File: config.mk
export PLATFORM = sky130hd
export DESIGN_NAME = pending_ack_timeout_table_flat
export DESIGN_NICKNAME = d
export VERILOG_FILES = /design/src/hw/rtl/pat_pkg.sv /design/src/hw/rtl/pat_if.sv /design/src/hw/rtl/pat_ram.sv /design/src/hw/rtl/pending_ack_timeout_table.sv /design/src/flat_wrapper.sv
export VERILOG_INCLUDE_DIRS = /design/src /design/src/hw/rtl
export SDC_FILE = /design/constraint.sdc
export NUM_CORES = 1
export LEC_CHECK = 0
export BUFFER_PORTS_ARGS = -buffer_cell sky130_fd_sc_hd__buf_2
export CORE_ASPECT_RATIO = 0.7
export CORE_MARGIN = 2
export CORE_UTILIZATION = 55
export CTS_BUF_LIST = sky130_fd_sc_hd__clkbuf_2
export CTS_CLUSTER_SIZE = 20
export DETAILED_ROUTE_END_ITERATION = 7
export PLACE_DENSITY = 0.69
export SLEW_MARGIN = 20
export SYNTH_ARGS = -nofsm -noshare
export SYNTH_HDL_FRONTEND = slang
export SYNTH_SLANG_ARGS = --single-unit
File: constraint.sdc
create_clock -name clk_i -period 6.4 [get_ports clk_i]
set_input_delay 1.6 -clock clk_i [delete_from_list [all_inputs] [get_ports clk_i]]
set_output_delay 1.6 -clock clk_i [all_outputs]
set_load 0.02 [all_outputs]
File: src/hw/rtl/pending_ack_timeout_table_macros.svh
`ifndef PENDING_ACK_TIMEOUT_TABLE_MACROS_SVH
`define PENDING_ACK_TIMEOUT_TABLE_MACROS_SVH

// Property check, clocked on clk_i, off during reset.
`define PAT_ASSERT(label, prop, msg) \
  label: assert property (@(posedge clk_i) disable iff (!rst_ni) (prop)) else $error(msg);

// Condition that must never be seen.
`define PAT_ASSERT_NEVER(label, cond, msg) \
  label: assert property (@(posedge clk_i) disable iff (!rst_ni) !(cond)) else $error(msg);

`endif

File: src/hw/rtl/pat_pkg.sv
package pat_pkg;

  localparam int unsigned SLOTS       = 8;
  localparam int unsigned IDX_W       = (SLOTS > 1) ? $clog2(SLOTS) : 1;
  localparam int unsigned MAX_REPORTS = 8;
  localparam int unsigned CNT_W       = $clog2(MAX_REPORTS + 1);

  localparam int unsigned OP_W    = 2;
  localparam int unsigned UID_W   = 16;
  localparam int unsigned CMD_W   = 8;
  localparam int unsigned KEY_W   = UID_W + CMD_W;
  localparam int unsigned STAMP_W = 32;

  localparam logic [STAMP_W-1:0] TIMEOUT_RESET = 32'd3000;

  typedef enum logic [OP_W-1:0] {
    OP_RECORD = 2'd0,
    OP_ACK    = 2'd1,
    OP_CHECK  = 2'd2
  } op_e;

  typedef enum logic [1:0] {
    ST_IDLE,
    ST_READ,
    ST_EVAL,
    ST_FLUSH
  } state_e;

  typedef struct packed {
    logic [KEY_W-1:0]   key;
    logic [STAMP_W-1:0] stamp;
  } slot_t;

endpackage

File: src/hw/rtl/pat_if.sv
interface pat_req_if;
  import pat_pkg::*;

  logic               valid;
  logic               ready;
  logic [OP_W-1:0]    op;
  logic [UID_W-1:0]   partner_uid;
  logic [CMD_W-1:0]   cmd_code;
  logic [STAMP_W-1:0] now;

  modport source (output valid, op, partner_uid, cmd_code, now, input ready);
  modport sink   (input valid, op, partner_uid, cmd_code, now, output ready);
endinterface

interface pat_rsp_if;
  import pat_pkg::*;

  logic             valid;
  logic             ready;
  logic [UID_W-1:0] expired_uid;
  logic [CMD_W-1:0] expired_command;
  logic             last;

  modport source (output valid, expired_uid, expired_command, last, input ready);
  modport sink   (input valid, expired_uid, expired_command, last, output ready);
endinterface

File: src/hw/rtl/pat_ram.sv
module pat_ram #(
  parameter int unsigned WIDTH = 8,
  parameter int unsigned DEPTH = 8,
  localparam int unsigned ADDR_W = (DEPTH > 1) ? $clog2(DEPTH) : 1
) (
  input  logic              clk_i,
  input  logic              we_i,
  input  logic [ADDR_W-1:0] waddr_i,
  input  logic [WIDTH-1:0]  wdata_i,
  input  logic [ADDR_W-1:0] raddr_i,
  output logic [WIDTH-1:0]  rdata_o
);

  logic [WIDTH-1:0] mem_q [DEPTH];
  logic [WIDTH-1:0] rdata_q;

  always_ff @(posedge clk_i) begin
    if (we_i) begin
      mem_q[waddr_i] <= wdata_i;
    end
    rdata_q <= mem_q[raddr_i];
  end

  assign rdata_o = rdata_q;

endmodule

File: src/hw/rtl/pending_ack_timeout_table.sv
// Table of commands that wait for an acknowledgement. A record transfer puts
// its key and time stamp in the lowest free slot (dropped when full), an
// acknowledge transfer frees the lowest valid slot with that key, and a check
// transfer reports, in slot order, every valid slot older than timeout_q,
// at most MAX_REPORTS, with last set on the final report. The input is taken
// only while the sequencer is idle. Each slot is visited in ST_READ (RAM
// read) and then ST_EVAL (subtract and compare); a check stalls in ST_EVAL
// on a further expired slot while the result side holds an unaccepted
// report, and hands over the final report from ST_FLUSH. Slot key and stamp
// live in a single-port-read RAM; the valid bits are flip-flops cleared by
// reset.
`include "pending_ack_timeout_table_macros.svh"

module pending_ack_timeout_table (
  input  logic                        clk_i,
  input  logic                        rst_ni,
  pat_req_if.sink                     req_i,
  pat_rsp_if.source                   rsp_o,
  input  logic                        cfg_we_i,
  input  logic [pat_pkg::STAMP_W-1:0] cfg_wdata_i
);
  import pat_pkg::*;

  state_e             state_q, state_d;
  logic [IDX_W-1:0]   idx_q, idx_d;
  logic [OP_W-1:0]    op_q, op_d;
  logic [KEY_W-1:0]   key_q, key_d;
  logic [STAMP_W-1:0] now_q, now_d;
  logic [STAMP_W-1:0] timeout_q;
  logic [SLOTS-1:0]   slot_valid_q, slot_valid_d;
  logic [CNT_W-1:0]   cnt_q, cnt_d;
  logic               held_valid_q, held_valid_d;
  logic [KEY_W-1:0]   held_key_q, held_key_d;

  logic               out_valid_q, out_valid_d;
  logic [UID_W-1:0]   out_uid_q, out_uid_d;
  logic [CMD_W-1:0]   out_cmd_q, out_cmd_d;
  logic               out_last_q, out_last_d;

  logic               ram_we;
  slot_t              ram_wdata;
  slot_t              ram_rdata;

  logic               out_free;
  logic               cur_valid;
  logic [STAMP_W-1:0] age;
  logic               expired;
  logic               stall;
  logic               stop;
  logic               last_idx;
  logic               scan_start;
  logic               cnt_ok;

  pat_ram #(
    .WIDTH ($bits(slot_t)),
    .DEPTH (SLOTS)
  ) u_slot_ram (
    .clk_i   (clk_i),
    .we_i    (ram_we),
    .waddr_i (idx_q),
    .wdata_i (ram_wdata),
    .raddr_i (idx_q),
    .rdata_o (ram_rdata)
  );

  assign ram_wdata.key   = key_q;
  assign ram_wdata.stamp = now_q;

  assign req_i.ready           = (state_q == ST_IDLE);
  assign rsp_o.valid           = out_valid_q;
  assign rsp_o.expired_uid     = out_uid_q;
  assign rsp_o.expired_command = out_cmd_q;
  assign rsp_o.last            = out_last_q;

  assign out_free  = !out_valid_q || rsp_o.ready;
  assign cur_valid = slot_valid_q[idx_q];
  assign age       = now_q - ram_rdata.stamp;
  assign expired   = cur_valid && (age > timeout_q);
  assign last_idx  = (idx_q == IDX_W'(SLOTS - 1));

  assign scan_start = req_i.valid && req_i.ready &&
                      (req_i.op inside {OP_RECORD, OP_ACK, OP_CHECK});
  assign cnt_ok     = (cnt_q != '0) && (cnt_q <= CNT_W'(MAX_REPORTS));

  always_comb begin
    state_d      = state_q;
    idx_d        = idx_q;
    op_d         = op_q;
    key_d        = key_q;
    now_d        = now_q;
    slot_valid_d = slot_valid_q;
    cnt_d        = cnt_q;
    held_valid_d = held_valid_q;
    held_key_d   = held_key_q;
    out_valid_d  = out_valid_q && !rsp_o.ready;
    out_uid_d    = out_uid_q;
    out_cmd_d    = out_cmd_q;
    out_last_d   = out_last_q;
    ram_we       = 1'b0;
    stall        = 1'b0;
    stop         = 1'b0;

    case (state_q)
      ST_IDLE: begin
        if (req_i.valid) begin
          op_d         = req_i.op;
          key_d        = {req_i.partner_uid, req_i.cmd_code};
          now_d        = req_i.now;
          idx_d        = '0;
          cnt_d        = '0;
          held_valid_d = 1'b0;
          if (req_i.op inside {OP_RECORD, OP_ACK, OP_CHECK}) begin
            state_d = ST_READ;
          end
        end
      end
      ST_READ: begin
        state_d = ST_EVAL;
      end
      ST_EVAL: begin
        case (op_q)
          OP_RECORD: begin
            if (!cur_valid) begin
              ram_we              = 1'b1;
              slot_valid_d[idx_q] = 1'b1;
              stop                = 1'b1;
            end
          end
          OP_ACK: begin
            if (cur_valid && (ram_rdata.key == key_q)) begin
              slot_valid_d[idx_q] = 1'b0;
              stop                = 1'b1;
            end
          end
          OP_CHECK: begin
            if (expired) begin
              if (held_valid_q && !out_free) begin
                stall = 1'b1;
              end else begin
                if (held_valid_q) begin
                  out_valid_d = 1'b1;
                  out_uid_d   = held_key_q[KEY_W-1:CMD_W];
                  out_cmd_d   = held_key_q[CMD_W-1:0];
                  out_last_d  = 1'b0;
                end
                held_valid_d = 1'b1;
                held_key_d   = ram_rdata.key;
                cnt_d        = cnt_q + 1'b1;
                if (cnt_q == CNT_W'(MAX_REPORTS - 1)) begin
                  stop = 1'b1;
                end
              end
            end
          end
          default: begin
            stop = 1'b1;
          end
        endcase

        if (!stall) begin
          if (stop) begin
            state_d = (op_q == OP_CHECK) ? ST_FLUSH : ST_IDLE;
          end else if (last_idx) begin
            state_d = held_valid_d ? ST_FLUSH : ST_IDLE;
          end else begin
            idx_d   = idx_q + 1'b1;
            state_d = ST_READ;
          end
        end
      end
      ST_FLUSH: begin
        if (out_free) begin
          out_valid_d  = 1'b1;
          out_uid_d    = held_key_q[KEY_W-1:CMD_W];
          out_cmd_d    = held_key_q[CMD_W-1:0];
          out_last_d   = 1'b1;
          held_valid_d = 1'b0;
          state_d      = ST_IDLE;
        end
      end
      default: begin
        state_d = ST_IDLE;
      end
    endcase
  end

  always_ff @(posedge clk_i or negedge rst_ni) begin
    if (!rst_ni) begin
      state_q      <= ST_IDLE;
      idx_q        <= '0;
      cnt_q        <= '0;
      slot_valid_q <= '0;
      held_valid_q <= 1'b0;
      out_valid_q  <= 1'b0;
      timeout_q    <= TIMEOUT_RESET;
    end else begin
      state_q      <= state_d;
      idx_q        <= idx_d;
      cnt_q        <= cnt_d;
      slot_valid_q <= slot_valid_d;
      held_valid_q <= held_valid_d;
      out_valid_q  <= out_valid_d;
      if (cfg_we_i) begin
        timeout_q <= cfg_wdata_i;
      end
    end
  end

  always_ff @(posedge clk_i) begin
    op_q       <= op_d;
    key_q      <= key_d;
    now_q      <= now_d;
    held_key_q <= held_key_d;
    out_uid_q  <= out_uid_d;
    out_cmd_q  <= out_cmd_d;
    out_last_q <= out_last_d;
  end

  `PAT_ASSERT(a_one_slot, $countones(slot_valid_q ^ $past(slot_valid_q)) <= 1, "two slots changed")
  `PAT_ASSERT(a_flush_has_report, state_q == ST_FLUSH |-> held_valid_q, "flush without a held report")
  `PAT_ASSERT(a_report_bound, held_valid_q |-> cnt_ok, "held report count out of range")
  `PAT_ASSERT(a_op_starts_scan, scan_start |=> state_q == ST_READ && idx_q == '0, "no scan")

endmodule
File: src/flat_wrapper.sv
// flat-port wrapper written by rule: the top's interface ports become plain ports
module pending_ack_timeout_table_flat import pat_pkg::*;
  (clk_i, rst_ni, cfg_we_i, cfg_wdata_i, req_i_valid, req_i_op, req_i_partner_uid, req_i_cmd_code, req_i_now, req_i_ready, rsp_o_valid, rsp_o_expired_uid, rsp_o_expired_command, rsp_o_last, rsp_o_ready);
  pat_req_if req_i_i ();
  pat_rsp_if rsp_o_i ();
  input  logic clk_i;
  input  logic rst_ni;
  input  logic cfg_we_i;
  input  logic [pat_pkg::STAMP_W-1:0] cfg_wdata_i;
  input wire logic [$bits(req_i_i.valid)-1:0] req_i_valid;
  input wire logic [$bits(req_i_i.op)-1:0] req_i_op;
  input wire logic [$bits(req_i_i.partner_uid)-1:0] req_i_partner_uid;
  input wire logic [$bits(req_i_i.cmd_code)-1:0] req_i_cmd_code;
  input wire logic [$bits(req_i_i.now)-1:0] req_i_now;
  output wire logic [$bits(req_i_i.ready)-1:0] req_i_ready;
  output wire logic [$bits(rsp_o_i.valid)-1:0] rsp_o_valid;
  output wire logic [$bits(rsp_o_i.expired_uid)-1:0] rsp_o_expired_uid;
  output wire logic [$bits(rsp_o_i.expired_command)-1:0] rsp_o_expired_command;
  output wire logic [$bits(rsp_o_i.last)-1:0] rsp_o_last;
  input wire logic [$bits(rsp_o_i.ready)-1:0] rsp_o_ready;
  assign req_i_i.valid = req_i_valid;
  assign req_i_i.op = req_i_op;
  assign req_i_i.partner_uid = req_i_partner_uid;
  assign req_i_i.cmd_code = req_i_cmd_code;
  assign req_i_i.now = req_i_now;
  assign req_i_ready = req_i_i.ready;
  assign rsp_o_valid = rsp_o_i.valid;
  assign rsp_o_expired_uid = rsp_o_i.expired_uid;
  assign rsp_o_expired_command = rsp_o_i.expired_command;
  assign rsp_o_last = rsp_o_i.last;
  assign rsp_o_i.ready = rsp_o_ready;
  pending_ack_timeout_table u_core (.clk_i(clk_i), .rst_ni(rst_ni), .req_i(req_i_i), .rsp_o(rsp_o_i), .cfg_we_i(cfg_we_i), .cfg_wdata_i(cfg_wdata_i));
endmodule
* Yosys cells after proc, flatten, opt, wreduce, memory -nomap -nowiden
Memory sizes are Yosys's and may differ from the RTL's. A register that Yosys moved wholly into a read port is not among the register bits.
Index checks and enable logic that the tools add are counted.
W data, S select, Z words.
** Storage, ports and cells
- Register bits after elaboration :: 158
- Latch bits :: 0
- Memory bits (writable) :: 448
- Bits in read-only memories :: 0
- Bits of input ports :: 95
- Output and inout bits :: 27
- Word-level logic and storage cells :: 144
- Memories :: 1
** Memories
- u_core.u_slot_ram.mem_q :: depth 8, bits a word 56, read ports 1, clocked after Yosys merged registers in 1, wr ports 1, RTL line pat_ram.sv:14 : logic [WIDTH-1:0] mem_q [DEPTH];
** Operators by class
- $add $sub $neg :: 3
- $mul :: 0
- Div/mod/pow operators :: 0
- Magnitude comparators :: 3
- Equal/unequal tests :: 22
- Shift-type cells :: 0
- Muxes and demuxes :: 72
- Bitwise gates (word level) :: 4
- Reductions and logical operators :: 25
** Operators with widths (number)
- $mux W16 :: 5
- $mux W8 :: 7
- $gt A32 B32 Y1 :: 1
- $mux W1 :: 32
- $pmux W16 S2 :: 1
- $pmux W8 S2 :: 2
- $sub A32 B32 Y32 :: 1
- $eq A24 B24 Y1 :: 1
- $mux W2 :: 8
- $mux W4 :: 4
- $mux W3 :: 4
- $ne A2 B1 Y1 const B :: 6
- $ne A2 B2 Y1 const B :: 6
- $reduce_and A4 Y1 :: 3
- $reduce_and A5 Y1 :: 2
- $and A8 B8 Y8 :: 1
- $eq A2 B2 Y1 const B :: 4
- $not A8 Y8 :: 1
- $or A8 B8 Y8 :: 1
- $pmux W2 S4 :: 1
- $pmux W4 S2 :: 1
- $eq A2 B1 Y1 const B :: 3
- $logic_not A2 Y1 :: 3
- $pmux W1 S3 :: 2
- 19 further kinds :: 29

* Depth between registers and ports, before layout
- Depth in word-level cells :: 13
- Gate-level depth with buffers :: 24
- Depth with buffers taken out :: 23

* Hierarchy
A second synthesis with hierarchy kept.
** Second synthesis, totals
- Cells, all modules :: 1455
- Area total of the unflattened synthesis :: 26295.2 sq um
** Modules (own cells, without submodules)
- pat_ram :: instances 1, cells an instance 716, area an instance 17974.7 sq um, sequential area each 14574.0 sq um
- pending_ack_timeout_table :: instances 1, cells an instance 739, area an instance 8320.5 sq um, sequential area each 4498.1 sq um

* Worst setup path after synthesis
OpenSTA, ideal clock, no wires.
- Kind :: reg2reg
- Start point :: register u_core.idx_q[0]
- End point :: memory u_core.u_slot_ram.mem_q[3][0] (netlist bit), enable pin
- Setup time :: 0.539 ns
- Arrival time :: 5.377 ns
- Required time :: 5.861 ns
- Slack :: 0.484 ns
- Cell stages (with the launch flop) :: 9
- Path buffers :: 2
- Clock period less this slack :: 5.916 ns
- Cells stage by stage :: dfrtp_1 -> buf_2 -> nor2b_1 -> a221oi_2 -> o221ai_2 -> nor2_1 -> nand2_1 -> clkbuf_1 -> nor3_1
** Between the ends
- Longest elaborated chain between the ends :: 7
** RTL lines
- from (decl) :: RTL line pending_ack_timeout_table.sv:25 : logic [IDX_W-1:0] idx_q, idx_d;
- from (signal assigned) :: RTL line pending_ack_timeout_table.sv:198 : idx_q <= idx_d;
- $bmux W1 S3 :: RTL line pending_ack_timeout_table.sv:76 : assign cur_valid = slot_valid_q[idx_q];
- $mux W1 (implied by the code) :: RTL line pending_ack_timeout_table.sv:76
- $mux W1 :: RTL line pending_ack_timeout_table.sv:123 : if (!cur_valid) begin
- $mux W1 :: RTL line pending_ack_timeout_table.sv:121 : case (op_q)
- $mux W1 :: RTL line pending_ack_timeout_table.sv:103 : case (state_q)
- $mux W1 :: RTL line pat_ram.sv:18 : if (we_i) begin
- $mux W1 (implied by the code) :: RTL line pat_ram.sv:19 : mem_q[waddr_i] <= wdata_i;
- to (decl) :: RTL line pat_ram.sv:14
Several ways; a longest one is shown, not always the timed one. The select of a mux whose other input is x is not followed.

* Final worst setup path
- Start point :: register u_core.now_q[0]
- End point :: register u_core.held_key_q[1], enable pin
** Between the ends
- Longest elaborated chain between the ends :: 4
** RTL lines
- from (decl) :: RTL line pending_ack_timeout_table.sv:28 : logic [STAMP_W-1:0] now_q, now_d;
- from (signal assigned) :: RTL line pending_ack_timeout_table.sv:212 : now_q <= now_d;
- $sub A32 B32 Y32 :: RTL line pending_ack_timeout_table.sv:77 : assign age = now_q - ram_rdata.stamp;
- $gt A32 B32 Y1 :: RTL line pending_ack_timeout_table.sv:78 : assign expired = cur_valid && (age > timeout_q);
- $logic_and A1 B1 Y1 :: RTL line pending_ack_timeout_table.sv:78
- $reduce_and A4 Y1 (no line)
- to (signal assigned) :: RTL line pending_ack_timeout_table.sv:213 : held_key_q <= held_key_d;
- to (decl) :: RTL line pending_ack_timeout_table.sv:33 : logic [KEY_W-1:0] held_key_q, held_key_d;
No other way between the ends.
A chain may end at the register's enable or synchronous reset.

==> out/metrics.csv <==
metric;value;unit
status;finished, final reports clean;
worstSetupPathType;register to register;
grt_remaining_overflow;0;
cts_made_buffers;150;
start_kind;register;
ys_types;62;
first_pass_iters;6;
post_cts_resized;0;
clk_path_buf_depth;3;
grt_max_degree;64;
cts_hold_buf;0;
dp_hpwl;32.6;mm
final_net_count;1969;
area_growth;11.8;%
synth.ff_latch_count;662;
synth_top_area_share;66.7;%
synth-edff-count;555;
grt_usage;25.4;%
worstHoldStart;u_core.held_key_q[4]$_DFFE_PP_;
first_global_vias;14800;
via_per_inst;5.87;
crit_required;7.20;ns
period_minus_slack;5.92;ns
htreeDepth;4;
synth_area;25000;um^2
cp-startpoint;u_core.now_q[0]$_DFFE_PP_;
clock.fmax;0.169;GHz
initialDrtViolationCount;1516;
initial_core_util;55.6;%
drc;0;
ant_nets;0;
finalInstanceArea;28000;um^2
vias;14900;
holdPathEnd;u_core.rsp_o.expired_command[4]$_DFFE_PP_;
placed_area;26400;um^2
ios;122;
async_reset_ff_share;7.70;%
arrival;6.71;ns
cp-end-kind;register;
clkTransAtPathRegs;0.11;ns
ys_warn_count;0;
hold_path_class;register to register;
rows;65;
synthFlopType;edfxtp_1;
slew_viol_final;0;
die_area;47200;um^2
ir_worst_vdd;0.232;mV
reg2reg_depth;21;
rrSetupSlack;0.48;ns
fp.dieW;259;um
wire_per_inst;23.2;um
worstSkewPairLatency;1.17;ns
antenna_found_initial;2;
p_per_area;403;nW/um^2
synth_cells;1571;
reg2reg_to;u_core.held_key_q[1]$_DFFE_PP_;
maxCapViolations;0;
yosys.area.top_type;edfxtp_1;
tns;0;ns
setup-violations-final;0;
die_h;182;um
postCtsSetupBuffers;0;
report.final.hold_viol_count;0;
worstPathMaxFanout;25;
finClkSkew;0.108;ns
syn_nets;1733;
period_share;92.5;%
worst_pin_slew;1.14;ns
synth_common_cells;edfxtp_1, a22oi_1, inv_1;
seq_area_frac_synth;76.3;%
cts_tree;built;
relSlewSlack;24.0;%
synth_most_common_cell;edfxtp_1;
core_area;45000;um^2
rsz0062_at_grt;false;
drive_above_1_share;22.6;%
r2r-start;u_core.now_q[0]$_DFFE_PP_;
cts.sinks;662;
min_path_cells;0;
synth_area_leaders;edfxtp_1, a22oi_1, dfxtp_1, dfrtp_1, ha_1;
port_buffers;121;
place.gp.congestion;0.929;
grt_first_pass_wirelength;88.8;mm
syn_avg_cell_area;15.9;um^2
power_leakage;10.1;nW
wl;58.9;mm
ctsRootBufferMaster;clkbuf_2;
[report_power, final]
part	internal, mW	leakage, nW	total [mW]	switching [mW]
clock	1.20	1.13	2.82	1.62
sequential	5.23	6.12	5.55	0.329
combinational	1.17	2.84	2.90	1.74
total	7.59	10.1	11.3	3.69
[per-layer routing]
metal  vias to the layer above  global-route usage [%]  share of wire [%]
li1                       6740                       -                  -
met1                      7334                    36.9                 43
met2                       755                    38.0                 46
met3                        64                    6.83                9.6
met4                         0                    7.45                1.5
met5                         -                       0                  0
[worst max-delay path by stage]
stage	end	slack, ns
2_1_floorplan	u_core.u_slot_ram.mem_q[3][0]$_DFFE_PP_	0.48
3_3_place_gp	u_core.rsp_o.expired_command[1]$_DFFE_PP_	0.50
3_5_place_dp	u_core.rsp_o.expired_uid[11]$_DFFE_PP_	0.21
4_1_cts	u_core.rsp_o.expired_uid[7]$_DFFE_PP_	0.18
5_1_grt	u_core.held_key_q[0]$_DFFE_PP_	0.07
6_report	u_core.held_key_q[1]$_DFFE_PP_	0.48
[cell families (layout without fill, tap and decap cells)]
family                   Yosys count  count (layout)  synth area share (%)
AO/OA/AOI/OAI                    401             401                  11.2
XOR/XNOR                          52              52                  1.82
adder cells (fa/ha/maj)           67              67                  3.38
buffers and inverters            139             501                  2.12
flip-flops                       662             662                  76.3
multiplexers                       8               8                 0.335
other                              0               2                     0
AND/OR/NAND/NOR                  242             242                  4.86
[per-stage QoR]
stage / instances / util (%) / total power, mW / hold slack (ns) / setup WS [ns]
2_1_floorplan: 1571 / - / 7.57 / 0.400 / 0.484
3_3_place_gp: 2258 / 58.8 / 8.38 / 0.401 / 0.497
3_5_place_dp: 2258 / 58.8 / 8.48 / 0.405 / 0.212
4_1_cts: 2536 / 62.1 / 11.3 / 0.389 / 0.182
5_1_grt: 2538 / 62.2 / 11.9 / 0.414 / 0.0666
6_report: 2538 / 62.2 / 11.3 / 0.403 / 0.482
[layout by cell type (no fill, tap or decap), drive strengths merged, types with 4 or more instances in the layout]
cell type | Yosys | layout
edfxtp | 555 | 555
clkbuf | 57 | 242
a22oi | 225 | 225
buf | 5 | 146
inv | 76 | 78
nand4 | 70 | 70
nand2 | 69 | 69
ha | 66 | 66
o21ai | 61 | 61
dfxtp | 56 | 56
nor2 | 47 | 47
xnor2 | 44 | 44
dfrtp | 44 | 44
a21oi | 40 | 40
clkinv | 1 | 27
a21o | 23 | 23
nand2b | 12 | 12
a31oi | 10 | 10
xor2 | 8 | 8
nor3 | 8 | 8
nand3 | 7 | 7
dfstp | 7 | 7
nor2b | 7 | 7
a211oi | 6 | 6
mux2i | 5 | 5
bufinv | 0 | 5
o211ai | 5 | 5
and2 | 5 | 5
o21bai | 4 | 4
o21a | 4 | 4
and3 | 4 | 4
[worst max-delay path, stage by stage, from the launching register on]
cell and delay (ns):
edfxtp_1 0.52, inv_1 0.10, ha_1 0.16, inv_1 0.06
fa_1 0.47, a211oi_1 0.27, o21ai_1 0.18, o2111a_1 0.32
o211ai_2 0.29, o211ai_1 0.15, and4_1 0.25, o221a_2 0.26
nor2_1 0.16, xnor2_1 0.09, ha_1 0.33, nand4_1 0.20
nor2_1 0.08, o311ai_0 0.58, a31oi_1 0.27, o21ai_0 0.48
inv_1 0.08, buf_4 0.28
[layout make-up]
type	instances	area, um^2
antenna	2	5.00
sequential	662	19100
tap	603	754
clock buffer	242	1210
multi-input combinational	770	5510
clock inverter	36	289
timing repair buffer	146	822
inverter	77	290
fill	3392	17000
[registers in the layout (all words and copies together) (netlist names), named ones only]
| name | count |
|---|---|
| u_core.held_key_q | 24 |
| u_core.u_slot_ram.mem_q | 448 |
| u_core.held_valid_q | 1 |
| u_core.cnt_q | 4 |
| u_core.idx_q | 3 |
| u_core.now_q | 32 |
| u_core.op_q | 2 |
| u_core.u_slot_ram.rdata_o | 56 |
| u_core.rsp_o.expired_command | 8 |
| u_core.key_q | 24 |
| u_core.timeout_q | 32 |
| u_core.state_q | 2 |
| u_core.rsp_o.last | 1 |
| u_core.rsp_o.expired_uid | 16 |
| u_core.rsp_o.valid | 1 |
No activity file was read; power rests on OpenSTA's default activity.
